===== src/hw/rtl/rth_pkg.sv =====
// ----------------------------------------------------------------------------
// rth_pkg
// Types and constants shared by the RGB to HSL converter and its testbench.
// ----------------------------------------------------------------------------
package rth_pkg;

    // Pixel in.
    typedef struct packed {
        logic [7:0] red_in;
        logic [7:0] green_in;
        logic [7:0] blue_in;
    } t_rgb;

    // Colour out.
    typedef struct packed {
        logic [8:0] hue_deg;
        logic [7:0] saturation;
        logic [7:0] lightness;
    } t_hsl;

    // Which channel holds the maximum, red tested first, then green.
    typedef enum logic [1:0] {
        SEC_RED   = 2'd0,
        SEC_GREEN = 2'd1,
        SEC_BLUE  = 2'd2
    } t_sector;

    // Divider geometry: numerators below 2^18, divisors below 2^9 and
    // quotients of at most nine bits (hue can round up to 360).
    localparam int NUM_W = 18;
    localparam int DEN_W = 9;
    localparam int QUO_W = 9;

    localparam int unsigned SUM_MID        = 255;
    localparam int unsigned SAT_SCALE2     = 510;
    localparam int unsigned HUE_STEP       = 60;
    localparam int unsigned HUE_GREEN_BASE = 120;
    localparam int unsigned HUE_BLUE_BASE  = 240;
    localparam int unsigned HUE_FULL       = 360;

endpackage


===== src/hw/rtl/rgb_to_hsl.sv =====
// ----------------------------------------------------------------------------
// rgb_to_hsl
// Converts an 8-bit RGB pixel into hue in degrees, saturation and lightness.
// ----------------------------------------------------------------------------
// The converter takes one pixel transfer per clock when the output side is
// not stalled. One stage finds the largest and smallest channel, one forms
// the numerators and divisors, nine stages of the pipelined divider settle
// one quotient bit each, and a final stage wraps the hue and registers the
// result. Each stage carries a valid bit and holds only while the stage
// after it is full and stalled, so an empty stage anywhere lets a new pixel
// in.
module rgb_to_hsl (
    input  logic             i_clk,
    input  logic             i_rst_n,
    input  logic             i_in_valid,
    output logic             o_in_ready,
    input  rth_pkg::t_rgb    i_in_data,
    output logic             o_out_valid,
    input  logic             i_out_ready,
    output rth_pkg::t_hsl    o_out_data
);

    localparam int NDIV = rth_pkg::QUO_W;
    localparam int NS   = NDIV + 3;

    logic [NS-1:0] r_vld;
    logic [NS:0]   ready;

    always_comb begin
        ready[NS] = i_out_ready;
        for (int k = NS - 1; k >= 0; k--) begin
            ready[k] = !r_vld[k] || ready[k+1];
        end
    end

    always_ff @(posedge i_clk) begin
        if (!i_rst_n) begin
            r_vld <= '0;
        end else begin
            if (ready[0]) begin
                r_vld[0] <= i_in_valid;
            end
            for (int k = 1; k < NS; k++) begin
                if (ready[k]) begin
                    r_vld[k] <= r_vld[k-1];
                end
            end
        end
    end

    assign o_in_ready  = ready[0];
    assign o_out_valid = r_vld[NS-1];

    // ---- Stage A: extremes and sector ----
    logic [7:0]       n_a_mx, n_a_mn;
    rth_pkg::t_sector n_a_sec;
    logic [7:0]       r_a_red, r_a_green, r_a_blue, r_a_mx, r_a_mn;
    rth_pkg::t_sector r_a_sec;

    always_comb begin
        if (i_in_data.red_in >= i_in_data.green_in && i_in_data.red_in >= i_in_data.blue_in) begin
            n_a_sec = rth_pkg::SEC_RED;
            n_a_mx  = i_in_data.red_in;
        end else if (i_in_data.green_in >= i_in_data.blue_in) begin
            n_a_sec = rth_pkg::SEC_GREEN;
            n_a_mx  = i_in_data.green_in;
        end else begin
            n_a_sec = rth_pkg::SEC_BLUE;
            n_a_mx  = i_in_data.blue_in;
        end
        n_a_mn = i_in_data.red_in;
        if (i_in_data.green_in < n_a_mn) n_a_mn = i_in_data.green_in;
        if (i_in_data.blue_in < n_a_mn)  n_a_mn = i_in_data.blue_in;
    end

    always_ff @(posedge i_clk) begin
        if (ready[0]) begin
            r_a_red   <= i_in_data.red_in;
            r_a_green <= i_in_data.green_in;
            r_a_blue  <= i_in_data.blue_in;
            r_a_mx    <= n_a_mx;
            r_a_mn    <= n_a_mn;
            r_a_sec   <= n_a_sec;
        end
    end

    // ---- Stage B: numerators, divisors and lightness ----
    logic [7:0]                  b_d;
    logic [8:0]                  b_sm;
    logic signed [9:0]           b_diff;
    logic [16:0]                 b_base;
    logic signed [18:0]          b_num;
    logic [16:0]                 b_angle;
    logic [7:0]                  b_den;
    logic [9:0]                  b_sm1;
    logic [rth_pkg::NUM_W-1:0]   n_b_hn, n_b_sn;
    logic [rth_pkg::DEN_W-1:0]   n_b_hd, n_b_sd;

    logic [rth_pkg::NUM_W-1:0]   r_b_hn, r_b_sn;
    logic [rth_pkg::DEN_W-1:0]   r_b_hd, r_b_sd;
    logic [7:0]                  r_b_lig;
    logic                        r_b_grey;

    always_comb begin
        b_d  = r_a_mx - r_a_mn;
        b_sm = 9'(r_a_mx) + 9'(r_a_mn);
        case (r_a_sec)
            rth_pkg::SEC_RED: begin
                b_diff = $signed(10'(r_a_green)) - $signed(10'(r_a_blue));
                b_base = '0;
            end
            rth_pkg::SEC_GREEN: begin
                b_diff = $signed(10'(r_a_blue)) - $signed(10'(r_a_red));
                b_base = 17'(rth_pkg::HUE_GREEN_BASE * 32'(b_d));
            end
            rth_pkg::SEC_BLUE: begin
                b_diff = $signed(10'(r_a_red)) - $signed(10'(r_a_green));
                b_base = 17'(rth_pkg::HUE_BLUE_BASE * 32'(b_d));
            end
            default: begin
                b_diff = '0;
                b_base = '0;
            end
        endcase
        // Angle times the spread; only the red sector can go negative.
        b_num = $signed(19'(b_base))
              + 19'(b_diff) * $signed(19'(rth_pkg::HUE_STEP));
        if (b_num < 0) begin
            b_angle = 17'(b_num + $signed(19'(rth_pkg::HUE_FULL * 32'(b_d))));
        end else begin
            b_angle = b_num[16:0];
        end
        // Rounded quotient q = (2n + d) / (2d) for both outputs.
        n_b_hn = rth_pkg::NUM_W'({b_angle, 1'b0}) + rth_pkg::NUM_W'(b_d);
        n_b_hd = {b_d, 1'b0};

        if (b_sm < 9'(rth_pkg::SUM_MID)) begin
            b_den = b_sm[7:0];
        end else begin
            b_den = 8'(10'(rth_pkg::SAT_SCALE2) - 10'(b_sm));
        end
        n_b_sn = rth_pkg::NUM_W'(rth_pkg::SAT_SCALE2 * 32'(b_d)) + rth_pkg::NUM_W'(b_den);
        n_b_sd = {b_den, 1'b0};

        b_sm1 = 10'(b_sm) + 10'd1;
    end

    always_ff @(posedge i_clk) begin
        if (ready[1]) begin
            r_b_hn   <= n_b_hn;
            r_b_hd   <= n_b_hd;
            r_b_sn   <= n_b_sn;
            r_b_sd   <= n_b_sd;
            r_b_lig  <= b_sm1[8:1];
            r_b_grey <= (b_d == 8'd0);
        end
    end

    // ---- Divider stages ----
    logic [NDIV-1:0] div_en;
    logic [NDIV-1:0] q_hue, q_sat;

    assign div_en = ready[NDIV+1:2];

    rth_div_pipe #(
        .NUM_W (rth_pkg::NUM_W),
        .DEN_W (rth_pkg::DEN_W),
        .QUO_W (NDIV)
    ) u_div_hue (
        .i_clk (i_clk),
        .i_en  (div_en),
        .i_num (r_b_hn),
        .i_den (r_b_hd),
        .o_quo (q_hue)
    );

    rth_div_pipe #(
        .NUM_W (rth_pkg::NUM_W),
        .DEN_W (rth_pkg::DEN_W),
        .QUO_W (NDIV)
    ) u_div_sat (
        .i_clk (i_clk),
        .i_en  (div_en),
        .i_num (r_b_sn),
        .i_den (r_b_sd),
        .o_quo (q_sat)
    );

    // Lightness and the grey flag ride alongside the divider.
    logic [7:0] r_s_lig  [NDIV];
    logic       r_s_grey [NDIV];

    always_ff @(posedge i_clk) begin
        if (div_en[0]) begin
            r_s_lig[0]  <= r_b_lig;
            r_s_grey[0] <= r_b_grey;
        end
        for (int j = 1; j < NDIV; j++) begin
            if (div_en[j]) begin
                r_s_lig[j]  <= r_s_lig[j-1];
                r_s_grey[j] <= r_s_grey[j-1];
            end
        end
    end

    // ---- Output stage ----
    rth_pkg::t_hsl n_out;
    rth_pkg::t_hsl r_out;

    always_comb begin
        n_out.lightness = r_s_lig[NDIV-1];
        if (r_s_grey[NDIV-1]) begin
            // A grey pixel has no hue and no saturation.
            n_out.hue_deg    = '0;
            n_out.saturation = '0;
        end else begin
            if (q_hue >= 9'(rth_pkg::HUE_FULL)) begin
                n_out.hue_deg = q_hue - 9'(rth_pkg::HUE_FULL);
            end else begin
                n_out.hue_deg = q_hue;
            end
            n_out.saturation = q_sat[7:0];
        end
    end

    always_ff @(posedge i_clk) begin
        if (ready[NS-1]) begin
            r_out <= n_out;
        end
    end

    assign o_out_data = r_out;

endmodule


===== src/hw/rtl/rth_div_pipe.sv =====
// ----------------------------------------------------------------------------
// rth_div_pipe
// Pipelined restoring divider: one quotient bit is settled in each register
// stage, most significant bit first. Each stage advances on its own enable.
// ----------------------------------------------------------------------------
module rth_div_pipe #(
    parameter int NUM_W = 18,
    parameter int DEN_W = 9,
    parameter int QUO_W = 9
) (
    input  logic             i_clk,
    input  logic [QUO_W-1:0] i_en,
    input  logic [NUM_W-1:0] i_num,
    input  logic [DEN_W-1:0] i_den,
    output logic [QUO_W-1:0] o_quo
);

    // The caller guarantees num < den * 2^QUO_W, so the quotient fits.
    logic [NUM_W-1:0] r_rem [QUO_W];
    logic [DEN_W-1:0] r_den [QUO_W];
    logic [QUO_W-1:0] r_quo [QUO_W];

    for (genvar g = 0; g < QUO_W; g++) begin : g_stage
        logic [NUM_W-1:0] rem_prev;
        logic [DEN_W-1:0] den_prev;
        logic [QUO_W-1:0] quo_prev;
        logic [NUM_W:0]   sh;
        logic [NUM_W:0]   diff;
        logic             take;
        logic [NUM_W-1:0] n_rem;
        logic [QUO_W-1:0] n_quo;

        if (g == 0) begin : g_first
            assign rem_prev = i_num;
            assign den_prev = i_den;
            assign quo_prev = '0;
        end else begin : g_next
            assign rem_prev = r_rem[g-1];
            assign den_prev = r_den[g-1];
            assign quo_prev = r_quo[g-1];
        end

        always_comb begin
            sh    = (NUM_W+1)'(den_prev) << (QUO_W - 1 - g);
            diff  = (NUM_W+1)'(rem_prev) - sh;
            take  = (NUM_W+1)'(rem_prev) >= sh;
            n_rem = take ? diff[NUM_W-1:0] : rem_prev;
            n_quo = quo_prev;
            n_quo[QUO_W-1-g] = take;
        end

        always_ff @(posedge i_clk) begin
            if (i_en[g]) begin
                r_rem[g] <= n_rem;
                r_den[g] <= den_prev;
                r_quo[g] <= n_quo;
            end
        end
    end

    assign o_quo = r_quo[QUO_W-1];

endmodule


===== config.mk =====
export PLATFORM = sky130hd
export DESIGN_NAME = rgb_to_hsl
export DESIGN_NICKNAME = d
export VERILOG_FILES = /design/src/hw/rtl/rth_pkg.sv /design/src/hw/rtl/rgb_to_hsl.sv /design/src/hw/rtl/rth_div_pipe.sv
export SDC_FILE = /design/constraint.sdc
export NUM_CORES = 1
export LEC_CHECK = 0
export BUFFER_PORTS_ARGS = -buffer_cell sky130_fd_sc_hd__clkbuf_2
export CAP_MARGIN = 25
export CORE_ASPECT_RATIO = 0.8
export CORE_MARGIN = 2
export CORE_UTILIZATION = 45
export DETAILED_ROUTE_END_ITERATION = 8
export GPL_TIMING_DRIVEN = 0
export PLACE_DENSITY_LB_ADDON = 0.1
export SYNTH_ARGS = -nofsm -noshare
export SYNTH_HDL_FRONTEND = slang
export SYNTH_SLANG_ARGS = --single-unit

===== constraint.sdc =====
create_clock -name i_clk -period 10.7 [get_ports i_clk]
set_input_delay 1.07 -clock i_clk [delete_from_list [all_inputs] [get_ports i_clk]]
set_output_delay 1.07 -clock i_clk [all_outputs]
set_load 0.01 [all_outputs]

==> impl_metrics.tcl <==
set metrics [dict create \
    status "finished, final reports clean" \
    cts_buffer_depth 3 \
    grtUsageMet3_pct 2.09 \
    die_w_um 332 \
    maxCapViolations 0 \
    syn_area_um2 38700 \
    ant_nets 0 \
    rows 96 \
    drt-initial-drc-count 1097 \
    synth-seq-cells 674 \
    ioPinCount 55 \
    grt_pass1_wl_um 122000 \
    maxClockFrequency_mhz 100 \
    drc_errors 0 \
    insertion_delay_ps 620 \
    synth_nets 3727 \
    wl_um 72900 \
    critical_path_class "reg2reg" \
    place.gp.congestion 0.898 \
    dr.pass1.iters 5 \
    grt_pass1_vias 24500 \
    fin_crit_ps 9970 \
    cp_slowest_cell "fa_1" \
    synth-main-ff-cell "edfxtp_1" \
    crit_path_end_kind "flop" \
    clkSinkCount 674 \
    ys_seq_area_share_pct 51.9 \
    finalHoldViolCount 0 \
    use_met2_pct 30.0 \
    drv_slew 0 \
    avgSynthCellArea_um2 11.9 \
    antennaDiodeCount 0 \
    fin_crit_sh_pct 93.2 \
    hold_ws_ps 389 \
    overflow 0 \
    crit_required_ps 11030 \
    fin_skew_ps 31.2 \
    htreeDepth 3 \
    antenna_found_initial 0 \
    track_usage_pct 16.8 \
    synth_edf_count 662 \
    synth_top_area_share_pct 51.3 \
    layout.cells.most_common_list "edfxtp_1 (662), inv_1 (400), ha_1 (354)" \
    cts_tree "done" \
    synth_cells 3263 \
    io_buffers 54 \
    drive_above_1_share_pct 7.12 \
    yosys.area.top_type "edfxtp_1" \
    post-place-ws_ps 385 \
    rsz0062_at_grt "false" \
    ys_types 79 \
    cts-root-buf "clkbuf_16" \
    arrival_ps 10300 \
    nNetsFinal 3877 \
    yosys_warnings 0 \
    numCtsBuffers 72 \
    met1_usage_pct 21.1 \
    synth_async_sr_flop_share_pct 0 \
    path_buf_inv 6 \
    setup_viol 0 \
    worst_slack_ps 726 \
    vias 23700 \
    grt_max_degree 70 \
    die_area_um2 88500 \
    crit_fanout 10 \
    cpPeakStageDelay_ps 520 \
    routedWlPerCell_um 15.9 \
    start_kind "flop" \
    start_util_pct 45.3 \
    busiest_layer "met2" \
    syn_to_final_growth_pct 11.7 \
    hold_class "reg2reg" \
    tightest_slew_ps 1020 \
    core_area_um2 85500 \
    final_common_cell "edfxtp_1" \
    die_h_um 266 \
    fin_tns_setup_ps 0 \
    maxSlewHeadroom_pct 31.7 \
    synthTopCellsByArea "edfxtp_1 (51%), ha_1 (11%), fa_1 (4.2%)" \
    place_hpwl_um 57600 \
    avgViaCountPerCell 5.15 \
    path_delay_family "compound AO/OA/AOI/OAI gates" \
    clkTransAtPathRegs_ps 60 \
]
-- routing by layer --
layer	part of all wire, %	routed length, um
met1	45	32700
met2	50	36100
met3	2.4	1750
met4	3.2	2300
met5	0	0
-- worst paths after layout --
kind / slack [ps] / from / cells after the start / endpoint
setup / recovery: 730 / r_a_red[0] / 42 / r_b_hn[17]
hold / removal: 390 / u_div_hue.r_quo[0][35] / 0 / u_div_hue.r_quo[0][44]
setup reg to reg: 730 / r_a_red[0] / 42 / r_b_hn[17]
hold reg to reg: 390 / u_div_hue.r_quo[0][35] / 0 / u_div_hue.r_quo[0][44]
-- through the flow --
| stage | util, % | instances | instance area (um2) |
|---|---|---|---|
| global route | 50.6 | 4597 | 43300 |
| CTS | 50.5 | 4594 | 43200 |
| global placement | 47.3 | 4444 | 40400 |
| floorplan | - | 3263 | 38700 |
| finish | 50.6 | 4597 | 43300 |
| detailed placement | 47.7 | 4463 | 40800 |
-- logic make-up (layout without fill, tap and decap cells) --
family	count (synthesis)	in the layout	synth area share (%)
xor gates and xnor gates	268	268	6.06
buffers and inverters	443	650	4.30
and+or+nand+nor	751	751	9.99
muxes	74	74	1.96
DFF	674	674	51.9
adders and majority gates	436	436	15.7
AOI/OAI and AO/OA	617	617	10.1
-- worst register-to-register path: cells and delay by family (launching register included) --
kind,cells,cell delay [ps]
xor+xnor,3,410
buf+inv,6,1000
compound gates,17,3460
flops,1,400
mux,2,710
fa+ha+maj,8,2920
simple gates,6,780
-- what timing repair did --
action                     4_1_cts  5_1_grt
buffers inserted                 0        1
resized for setup                0        1
hold buffers                     0        0
setup endpoints to repair        0        2
-- registers in the layout, summed over array words and instances (netlist names), 18 cells and up --
name and flops:
u_div_hue.r_rem 143, u_div_sat.r_rem 137, u_div_hue.r_den 41, u_div_sat.r_quo 36, o_out_data 25, u_div_sat.r_den 56
u_div_hue.r_quo 45, r_b_hn 18, r_s_lig 72
-- cells in the mapped netlist, types with 9 or more instances --
cell type and number:
a211oi_1 15, a21boi_0 17, a21o_1 100, a21oi_1 181, and2_1 13, clkbuf_1 31, dfxtp_1 12, edfxtp_1 662
fa_1 82, ha_1 354, inv_1 405, mux2_2 16, mux2i_1 58, nand2_1 157, nand2b_1 61, nand3_1 36
nand3b_1 16, nand4_1 33, nor2_1 191, nor2b_1 89, nor3_1 37, nor3b_1 9, nor4_1 37, o211ai_1 9
o21a_1 27, o21ai_0 156, o21bai_1 27, o31a_1 9, o31ai_1 13, or2_2 10, or3_1 17, xnor2_1 171
xor2_1 97
-- layout make-up --
type / count / area, um2
Buffer: 36 / 138
Clock buffer: 86 / 1910
Clock inverter: 45 / 513
Fill cell: 7451 / 42300
Inverter: 407 / 1530
Multi-Input combinational cell: 2146 / 17000
Sequential cell: 674 / 20100
Tap cell: 1127 / 1410
Timing Repair Buffer: 76 / 636
Power is left out: the tool's default activity adds up to more than one toggle a clock period on the data nets, which glitch-free logic cannot reach.
